$ cat src/design/vhkf_ram.sv
// Generic simple dual-port RAM with registered read.
module vhkf_ram #(
	parameter int WIDTH = 8,
	parameter int DEPTH = 16
) (
	input  logic                     clk,
	input  logic                     we,
	input  logic [$clog2(DEPTH)-1:0] waddr,
	input  logic [WIDTH-1:0]         wdata,
	input  logic                     re,
	input  logic [$clog2(DEPTH)-1:0] raddr,
	output logic [WIDTH-1:0]         rdata
);

	logic [WIDTH-1:0] mem [DEPTH];

	always_ff @(posedge clk) begin
		if (we) begin
			mem[waddr] <= wdata;
		end
		if (re) begin
			rdata <= mem[raddr];
		end
	end

endmodule

$ cat config.mk
export PLATFORM = sky130hd
export DESIGN_NAME = vhkf_ram
export DESIGN_NICKNAME = d
export VERILOG_FILES = /design/src/design/vhkf_ram.sv
export SDC_FILE = /design/constraint.sdc
export NUM_CORES = 1
export LEC_CHECK = 0
export BUFFER_PORTS_ARGS = -buffer_cell sky130_fd_sc_hd__buf_2
export CAP_MARGIN = 20
export CELL_PAD_IN_SITES_DETAIL_PLACEMENT = 0
export CELL_PAD_IN_SITES_GLOBAL_PLACEMENT = 1
export CORE_ASPECT_RATIO = 0.9
export CORE_MARGIN = 1.5
export CORE_UTILIZATION = 53
export DETAILED_ROUTE_END_ITERATION = 8
export GPL_TIMING_DRIVEN = 0
export MAX_ROUTING_LAYER = met4
export PLACE_DENSITY_LB_ADDON = 0.3
export REMOVE_ABC_BUFFERS = 1
export SYNTH_ARGS = -nofsm -noshare
export SYNTH_HDL_FRONTEND = slang
export SYNTH_SLANG_ARGS = --single-unit
$ cat constraint.sdc
create_clock -name clk -period 2.5 [get_ports clk]
set_input_delay 0.625 -clock clk [delete_from_list [all_inputs] [get_ports clk]]
set_output_delay 0.625 -clock clk [all_outputs]
set_load 0.02 [all_outputs]
==> results of run 1 <==
==> critical path: cells and delay by family <==
| family | cells | cell delay (ns) |
|---|---|---|
| mux | 1 | 0.67 |
| simple gates | 1 | 0.15 |
| buf+inv | 1 | 0.80 |
| compound gates | 1 | 0.29 |
==> cells in the mapped netlist <==
library cell / instances / area [um^2]
mux4_1: 14 / 367.9
or3b_2: 1 / 8.760
nand2_1: 9 / 33.78
nor3_1: 4 / 20.02
nand2b_1: 2 / 12.51
clkdlybuf4s25_2: 3 / 30.03
buf_4: 1 / 7.510
a22oi_1: 16 / 120.1
buf_2: 3 / 15.01
edfxtp_1: 136 / 4084
nor2_1: 13 / 48.80
mux4_2: 18 / 405.4
nand3_1: 1 / 5.000
and2_1: 1 / 6.260
buf_6: 3 / 33.78
nor2b_1: 1 / 6.260
and2b_1: 1 / 7.510
nand3b_1: 2 / 15.01
==> report_power, final <==
part | switching [uW] | total [uW] | internal [uW]
sequential | 11.1 | 2580 | 2570
clock | 846 | 2240 | 1390
combinational | 143 | 232 | 89.1
==> sequential cells by signal, summed over array words and instances (netlist names) <==
name   cells
rdata      8
mem      128
==> logic make-up (layout without fill, tap and decap cells) <==
| logic type | Yosys count | after routing | share of synthesized area, % |
|---|---|---|---|
| DFF | 136 | 136 | 78.12 |
| and+or+nand+nor | 35 | 35 | 3.136 |
| muxes | 32 | 32 | 14.79 |
| AOI/OAI and AO/OA | 16 | 16 | 2.298 |
| buffers and inverters | 10 | 60 | 1.651 |
==> worst paths after layout <==
check	slack [ns]	startpoint	to
max	0.19	raddr[0]	rdata[1]$_DFFE_PP_
min	0.47	re	rdata[6]$_DFFE_PP_
min reg2reg	0.75	mem[13][7]$_DFFE_PP_	rdata[7]$_DFFE_PP_
max reg2reg	0.92	mem[1][1]$_DFFE_PP_	rdata[1]$_DFFE_PP_
==> per-stage QoR <==
stage / worst slack [ns] / std cells / total power (uW) / setup TNS [ns] / hold slack [ns]
after CTS: 0.2143 / 405 / 5075 / 0 / 0.4525
after floorplan: 0.3821 / 219 / 2743 / 0 / 0.7048
after global routing: 0.1348 / 405 / 5187 / 0 / 0.4571
after global placement: -0.4311 / 371 / 2852 / -5.802 / 0.7236
after detailed placement: -0.3114 / 373 / 2860 / -2.079 / 0.7436
final: 0.1887 / 405 / 5053 / 0 / 0.4705
==> layer usage <==
| metal | vias to the layer above | part of all wire [%] | GRT usage, % | routed length (um) |
|---|---|---|---|---|
| met5 | - | 0 | - | 0 |
| met4 | 0 | 1.5 | 6.174 | 146 |
| met3 | 12 | 7.0 | 5.701 | 669 |
| met2 | 99 | 49 | 29.64 | 4620 |
| met1 | 1221 | 43 | 28.64 | 4084 |
| li1 | 1058 | - | - | - |
==> layout make-up <==
class / count / area (um^2) / share of cell area [%]
clock buffers: 20 / 425.4 / 7.107
multi-input cells: 83 / 1067 / 17.83
clock inverters: 12 / 108.9 / 1.819
repair buffers: 28 / 142.6 / 2.383
well taps: 126 / 157.7 / 2.634
flip-flops and latches: 136 / 4084 / 68.23
==> impl_metrics.toml, run 1 <==
[clocking]
hold_buffers = 0
cts_tree = "done"
cts_resized = 0
path_clk_slew_ns = 0.06
cts_setup_buffers = 0
clockBufferDepth = 2
numCtsBuffers = 17
root_buffer = "clkbuf_8"
insertion_delay_ns = 0.51
h-tree-depth = 4
cts_sinks = 136

[yosys]
ys_types = 18
syn_area_per_cell_um2 = 22.83
ys.warnings.count = 0
synth-seq-cells = 136
syn_area_um2 = 5228
ys_seq_area_share_pct = 78.12
synthCells = 229

[sta]
tightest_slew_ns = 1.076
drv_slew = 0
hold_violations = 0
worst_slew_margin_rel_pct = 28.27
finalCritPeriodShare_pct = 92.45
finalSetupViolCount = 0
fin_skew_ns = 0.006660
finalCriticalPeriod_ns = 2.311
fmaxAchievable_ghz = 0.4326
rsz0062_at_grt = "false"

[hold_path]
min_path_cells = 1
hold_path_class = "in2reg"

[route]
avgViaCountPerCell = 5.901
post_drt_wl_per_cell_um = 23.50
vias = 2390
drc = 0
ant_nets = 0
first_iter_violations = 211
drtPass1Iterations = 5
routed_wl_mm = 9.519

[power_and_ir_drop]
cellPowerDensity_nw_per_um2 = 844.3
leakagePower_uw = 0.001987
ir_worst_vdd_v = 0.0004952

[setup_path]
cp.required_ns = 2.74
crit_chain = "buf_2 -> mux4_1 -> a22oi_1 -> nand2_1"
critPathKind = "in2reg"
cp-end-kind = "flip-flop"
start_kind = "input port"
critPathSlowestCell = "buf_2"
cp.arrival_ns = 2.55
worstRegToRegCells = 3
slowest_delay_ns = 0.80
cp_max_fo = 32

[grt]
grt_first_pass_wirelength_mm = 14.12
antenna_found_initial = 0
grt_overflow = 0
grt_pass1_vias = 2363
grt_use_total_pct = 20.37
grt_max_degree = 33

[place]
post_dp_cell_area_um2 = 5451
place.gp.congestion = 0.7224
hpwl_mm = 5.552
io_buffers = 26

[die]
start_util_pct = 54.37
num_rows = 34
fp.dieH_um = 97.22
dieArea_um2 = 10470
core_area_um2 = 9614
ios = 27
die_w_um = 107.7

[layout]
nFillCells = 656
area_delta_synth_final_pct = 14.50
antenna_cells = 0
final_common_cell = "edfxtp_1"
final_cell_mix = "edfxtp_1, buf_2, mux4_2, a22oi_1, clkbuf_16"
final_layout_size_suffix_gt1_share_pct = 26.88
final_cell_area_um2 = 5986
layout.nets = 285
post-route-util_pct = 62.26

[status]
status = "finished, final reports clean"

[job]
drv_cap = 0
Power figures use the tool's default switching activity.
==> run 2, diff against run 1 <==
- CORE_ASPECT_RATIO: 0.9 -> 1.4
==> run 2 against run 1 <==
Effect of this change: count of clock-buffer cells in the layout shrank 1; die area about the same; critical path depth grew 1; design area increased by 1.1%; wire length down 3.7%; via count is 1.3% lower; sequential power hardly changed; highest routed layer unchanged; utilization is 1.4 points higher; clock skew shrank 0.0027 ns; clock power is 6% higher; cell count grew 2.0%; largest cell class unchanged; first-iteration DRC count up 1.4%.
==> impl_metrics.toml, run 2 (synthesis gave the netlist of run 1 again) <==
[sta]
finalSetupViolCount = 0
fin_skew_ns = 0.003954
finalCriticalPeriod_ns = 2.104
tightest_slew_ns = 1.038
finalCritPeriodShare_pct = 84.14
fmaxAchievable_ghz = 0.4754
worst_slew_margin_rel_pct = 30.56
hold_violations = 0
rsz0062_at_grt = "false"
drv_slew = 0

[grt]
grt_max_degree = 33
antenna_found_initial = 0
grt_first_pass_wirelength_mm = 13.70
grt_pass1_vias = 2389
grt_overflow = 0
grt_use_total_pct = 19.92

[place]
hpwl_mm = 5.672
dp_cells = 380
io_buffers = 26
place.gp.congestion = 0.7180
post_dp_cell_area_um2 = 5464

[clocking]
clockBufferDepth = 2
cts_setup_buffers = 0
cts_tree = "done"
hold_buffers = 0
cts_resized = 0
path_clk_slew_ns = 0.05
root_buffer = "clkbuf_16"
numCtsBuffers = 17
cts_sinks = 136
h-tree-depth = 4
insertion_delay_ns = 0.41

[setup_path]
r2r_slack_ns = 0.93
crit_chain = "buf_2 -> buf_12 -> mux4_1 -> a22oi_1 -> nand2_1"
start_kind = "input port"
cp_max_fo = 22
critPathSlowestCell = "mux4_1"
setup.worst_path.end = "rdata[3]$_DFFE_PP_"
regToRegEndpoint = "rdata[3]$_DFFE_PP_"
cp-end-kind = "flip-flop"
reg2reg_from = "mem[0][3]$_DFFE_PP_"
critPathKind = "in2reg"
slowest_delay_ns = 0.61
worstRegToRegCells = 3
crit_start = "raddr[0]"
cp.arrival_ns = 2.25
cp.required_ns = 2.65

[layout]
reg.largest.list = "mem (128), rdata (8)"
largest_reg_flops = 128
final_cell_mix = "edfxtp_1, buf_2, mux4_2, clkbuf_16, a22oi_1"
final_common_cell = "edfxtp_1"
final_layout_size_suffix_gt1_share_pct = 27.05
layout.nets = 287
nFillCells = 665
area_delta_synth_final_pct = 15.77
final_cell_area_um2 = 6052
antenna_cells = 0
final_cells = 413
largest_register = "mem"

[power_and_ir_drop]
leakagePower_uw = 0.002020
ir_worst_vdd_v = 0.0005951
cellPowerDensity_nw_per_um2 = 858.9
finalPower_uw = 5198

[die]
die_w_um = 86.94
ios = 27
fp.dieH_um = 120.5
dieArea_um2 = 10480
core_area_um2 = 9512
start_util_pct = 54.96
num_rows = 42

[route]
ant_nets = 0
post_drt_wl_per_cell_um = 22.20
drtPass1Iterations = 4
drc = 0
routed_wl_mm = 9.167
first_iter_violations = 214
vias = 2360
avgViaCountPerCell = 5.714

[status]
status = "finished, final reports clean"

[hold_path]
hold_path_class = "in2reg"

[job]
drv_cap = 0
[run 2: cell types whose count changed in the layout (fill, tap and decap cells not counted), sizes merged]
cell / before / now
bufinv: 2 / 3
buf: 28 / 30
clkbuf: 20 / 19
clkinv: 9 / 10
clkinvlp: 1 / 0
[run 2: per-stage QoR]
step | TNS (ns) | hold WS, ns | utilization (%) | setup slack, ns
after floorplan | 0 | 0.7048 | - | 0.3821
final | 0 | 0.5525 | 63.63 | 0.3964
after detailed placement | -1.967 | 0.7401 | 57.45 | -0.3194
after global placement | -4.496 | 0.7291 | 57.16 | -0.3264
after global routing | 0 | 0.5550 | 63.63 | 0.3025
after CTS | 0 | 0.5412 | 63.42 | 0.1064
[run 2: area by class of cell]
type / count / area (um^2) / area share (%)
Clock inverter: 13 / 135.1 / 2.233
Tap cell: 132 / 165.2 / 2.729
Timing Repair Buffer: 30 / 172.7 / 2.853
Sequential cell: 136 / 4084 / 67.48
Clock buffer: 19 / 432.9 / 7.153
Multi-Input combinational cell: 83 / 1062 / 17.55
[run 2: worst min path at each step]
stage / cells past startpoint / start / end
floorplan: 3 / mem[7][0]$_DFFE_PP_ / rdata[0]$_DFFE_PP_
global placement: 3 / mem[14][0]$_DFFE_PP_ / rdata[0]$_DFFE_PP_
detailed placement: 3 / mem[15][3]$_DFFE_PP_ / rdata[3]$_DFFE_PP_
CTS: 1 / re / rdata[1]$_DFFE_PP_
global route: 1 / re / rdata[3]$_DFFE_PP_
finish: 1 / re / rdata[1]$_DFFE_PP_
[run 2: report_power, final]
| part | total, uW | internal, uW | switching, uW | leakage, uW |
|---|---|---|---|---|
| Sequential | 2580 | 2570 | 10.2 | 0.00124 |
| Clock | 2380 | 1540 | 844 | 0.000284 |
| Combinational | 233 | 92.6 | 141 | 0.000500 |
[run 2: routing by layer]
layer | GRT usage (%) | routed length (um) | up-vias
met1 | 25.45 | 3909 | 1213
met5 | - | 0 | -
li1 | - | - | 1059
met2 | 30.43 | 4745 | 70
met4 | 8.669 | 190 | 0
met3 | 5.188 | 322 | 18
[run 2: worst max-delay path, delay by kind of cell]
family	cells	cell delay, ns
AO/OA/AOI/OAI	1	0.30
AND/OR/NAND/NOR	1	0.09
multiplexers	1	0.61
buffers and inverters	2	0.60
==> run 3, diff against run 2 <==
- ABC_AREA: default -> 1
- CORE_UTILIZATION: 53 -> 49
- clock period: 2.5 -> 2 ns (I/O delays scaled with it)
==> run 3 against run 2 <==
Effect of this change: utilization down 7.1 points; sequential share of layout area shrank 5.7 points; design area up 9.3%; power increased by 29%; die area rose by 20%.
==> impl_metrics.toml, run 3 <==
[status]
status = "finished, final reports clean"

[grt]
antenna_found_initial = 0
grt_use_met2_pct = 34.48
grtUsageMet3_pct = 3.979
grt_pass1_vias = 3539
grtUsageMet1_pct = 26.73
grt_max_degree = 65
grt_use_total_pct = 21.99
grt_first_pass_wirelength_mm = 19.00
busiest_layer = "met2"
grt_overflow = 0

[clocking]
numCtsBuffers = 17
path_clk_slew_ns = 0.06
root_buffer = "clkbuf_16"
cts_sinks = 136
insertion_delay_ns = 0.41
clockBufferDepth = 2
h-tree-depth = 4
hold_buffers = 0
cts_tree = "done"

[hold_path]
hold_path_class = "in2reg"

[place]
place.gp.congestion = 0.7855
pre_cts_slack_ns = -0.8767
dp_cells = 701
hpwl_mm = 7.597
io_buffers = 26

[setup_path]
worstRegToRegCells = 6
cp.arrival_ns = 2.05
reg2reg_from = "mem[13][3]$_DFFE_PP_"
cp-end-kind = "flip-flop"
cp_max_fo = 64
start_kind = "input port"
critPathKind = "in2reg"
crit_start = "raddr[0]"
setup.worst_path.end = "rdata[2]$_DFFE_PP_"
cp.required_ns = 2.17
regToRegEndpoint = "rdata[3]$_DFFE_PP_"
r2r_slack_ns = 0.80

[sta]
hold_violations = 0
finalSetupViolCount = 0
fmaxAchievable_ghz = 0.5314
drv_slew = 0
finalCriticalPeriod_ns = 1.882
setup_tns_ns = 0
tightest_slew_ns = 0.8571
worst_slack_ns = 0.1183
worst_slew_margin_rel_pct = 42.65
rsz0062_at_grt = "false"
finalCritPeriodShare_pct = 94.08
fin_skew_ns = 0.005629

[yosys]
synth_most_common_cell = "nand2_1"
synth_area_leader_cell = "edfxtp_1"
synth_top_family_by_area = "simple AND/OR/NAND/NOR gates"
async_flop_share_pct = 0
netlist.area_leader.share_pct = 69.85
synthFlopType = "edfxtp_1"
ys.warnings.count = 0
synth-compound-area-share_pct = 0
synth_xor_area_share_pct = 0
syn_area_per_cell_um2 = 10.61
synth.mux.area_fraction_pct = 0
ys_types = 11
synthCells = 551
syn_area_um2 = 5847
synth-seq-cells = 136
ys_seq_area_share_pct = 69.85
synth_area_leaders = "edfxtp_1, nand2_1, nand3_1"
yosys.area_share.adder_pct = 0
synth_common_cells = "nand2_1, edfxtp_1, inv_1"
synthSimpleGateAreaFrac_pct = 20.76
synth_edf_count = 136

[route]
drc = 0
post_drt_wl_per_cell_um = 17.00
avgViaCountPerCell = 5.101
vias = 3739
ant_nets = 0
drtPass1Iterations = 5
routed_wl_mm = 12.46
first_iter_violations = 273

[die]
ios = 27
core_area_um2 = 11700
dieArea_um2 = 12610
start_util_pct = 49.96
num_rows = 47
die_w_um = 95.32
fp.dieH_um = 132.3

[power_and_ir_drop]
power_frac_seq_pct = 48.3
cellPowerDensity_nw_per_um2 = 1010
switching_share_pct = 21.21
leakagePower_uw = 0.002808
p_switching_uw = 1417
pwr-share-clk_pct = 45.9
p_comb_share_pct = 5.8
p_int_uw = 5265
ir_worst_vdd_v = 0.0006454

[job]
drv_cap = 0

[layout]
final_cell_mix = "nand2_1, edfxtp_1, inv_1, nand3_1, buf_2"
seq_area_um2 = 4084
layout.nets = 592
largest_register = "mem"
largest_reg_flops = 128
antenna_cells = 0
nFillCells = 969
reg.largest.list = "mem (128), rdata (8)"
final_layout_size_suffix_gt1_share_pct = 9.556
multi_input_area_um2 = 1214
final_cells = 733
area_delta_synth_final_pct = 13.12
final_common_cell = "nand2_1"
run 3: routing by layer:
metal,wire length [um],vias to the layer above
met5,0,-
met4,493,0
met3,579,33
met2,6235,118
met1,5151,1761
li1,-,1827
run 3: logic make-up (layout without fill, tap and decap cells):
| family | after synthesis | in the layout |
|---|---|---|
| and+or+nand+nor | 289 | 289 |
| DFF | 136 | 136 |
| buffers and inverters | 126 | 161 |
run 3: worst min-delay path by stage:
stage | cells past startpoint | from | endpoint | slack (ns)
floorplan | 0 | wdata[0] | mem[0][0]$_DFFE_PP_ | 0.60
global placement | 6 | mem[12][5]$_DFFE_PP_ | rdata[5]$_DFFE_PP_ | 0.72
detailed placement | 6 | mem[10][0]$_DFFE_PP_ | rdata[0]$_DFFE_PP_ | 0.73
CTS | 1 | re | rdata[7]$_DFFE_PP_ | 0.42
global route | 1 | re | rdata[1]$_DFFE_PP_ | 0.43
finish | 1 | re | rdata[7]$_DFFE_PP_ | 0.42
run 3: worst max-delay path, stage by stage:
cell and delay [ns]:
clkbuf_4 0.29, buf_12 0.26, inv_6 0.39, nand2_1 0.09
nand3_1 0.10, nand3_1 0.14, nand3_1 0.18, nand2_1 0.07
run 3: stage by stage:
stage	hold WS, ns	cell area (um^2)	util (%)	total power (uW)
CTS	0.4191	6611	56.50	6719
floorplan	0.5989	5680	-	3475
finish	0.4227	6614	56.52	6682
detailed placement	0.7313	6015	51.40	3675
global placement	0.7213	5995	51.22	3656
global route	0.4288	6614	56.52	6881
run 3: power groups by stage:
stage | logic (uW) | clock network [uW] | registers, uW
finish | 387 | 3070 | 3230
global route | 424 | 3230 | 3230
CTS | 390 | 3100 | 3230
detailed placement | 389 | 0 | 3290
global placement | 374 | 0 | 3280
floorplan | 172 | 0 | 3300
run 3: layout make-up:
| cell class | count | area share [%] |
|---|---|---|
| sequential | 136 | 61.75 |
| multi-input combinational | 289 | 18.35 |
| clock buffer | 20 | 6.602 |
| inverter | 102 | 5.865 |
| tap | 147 | 2.781 |
| timing repair buffer | 27 | 2.346 |
| clock inverter | 12 | 2.308 |
run 3: timing repair:
item                                    in CTS  in global routing
buffers inserted                             0                  0
endpoints found under the setup margin       8                  7
gates resized for setup                      3                  1
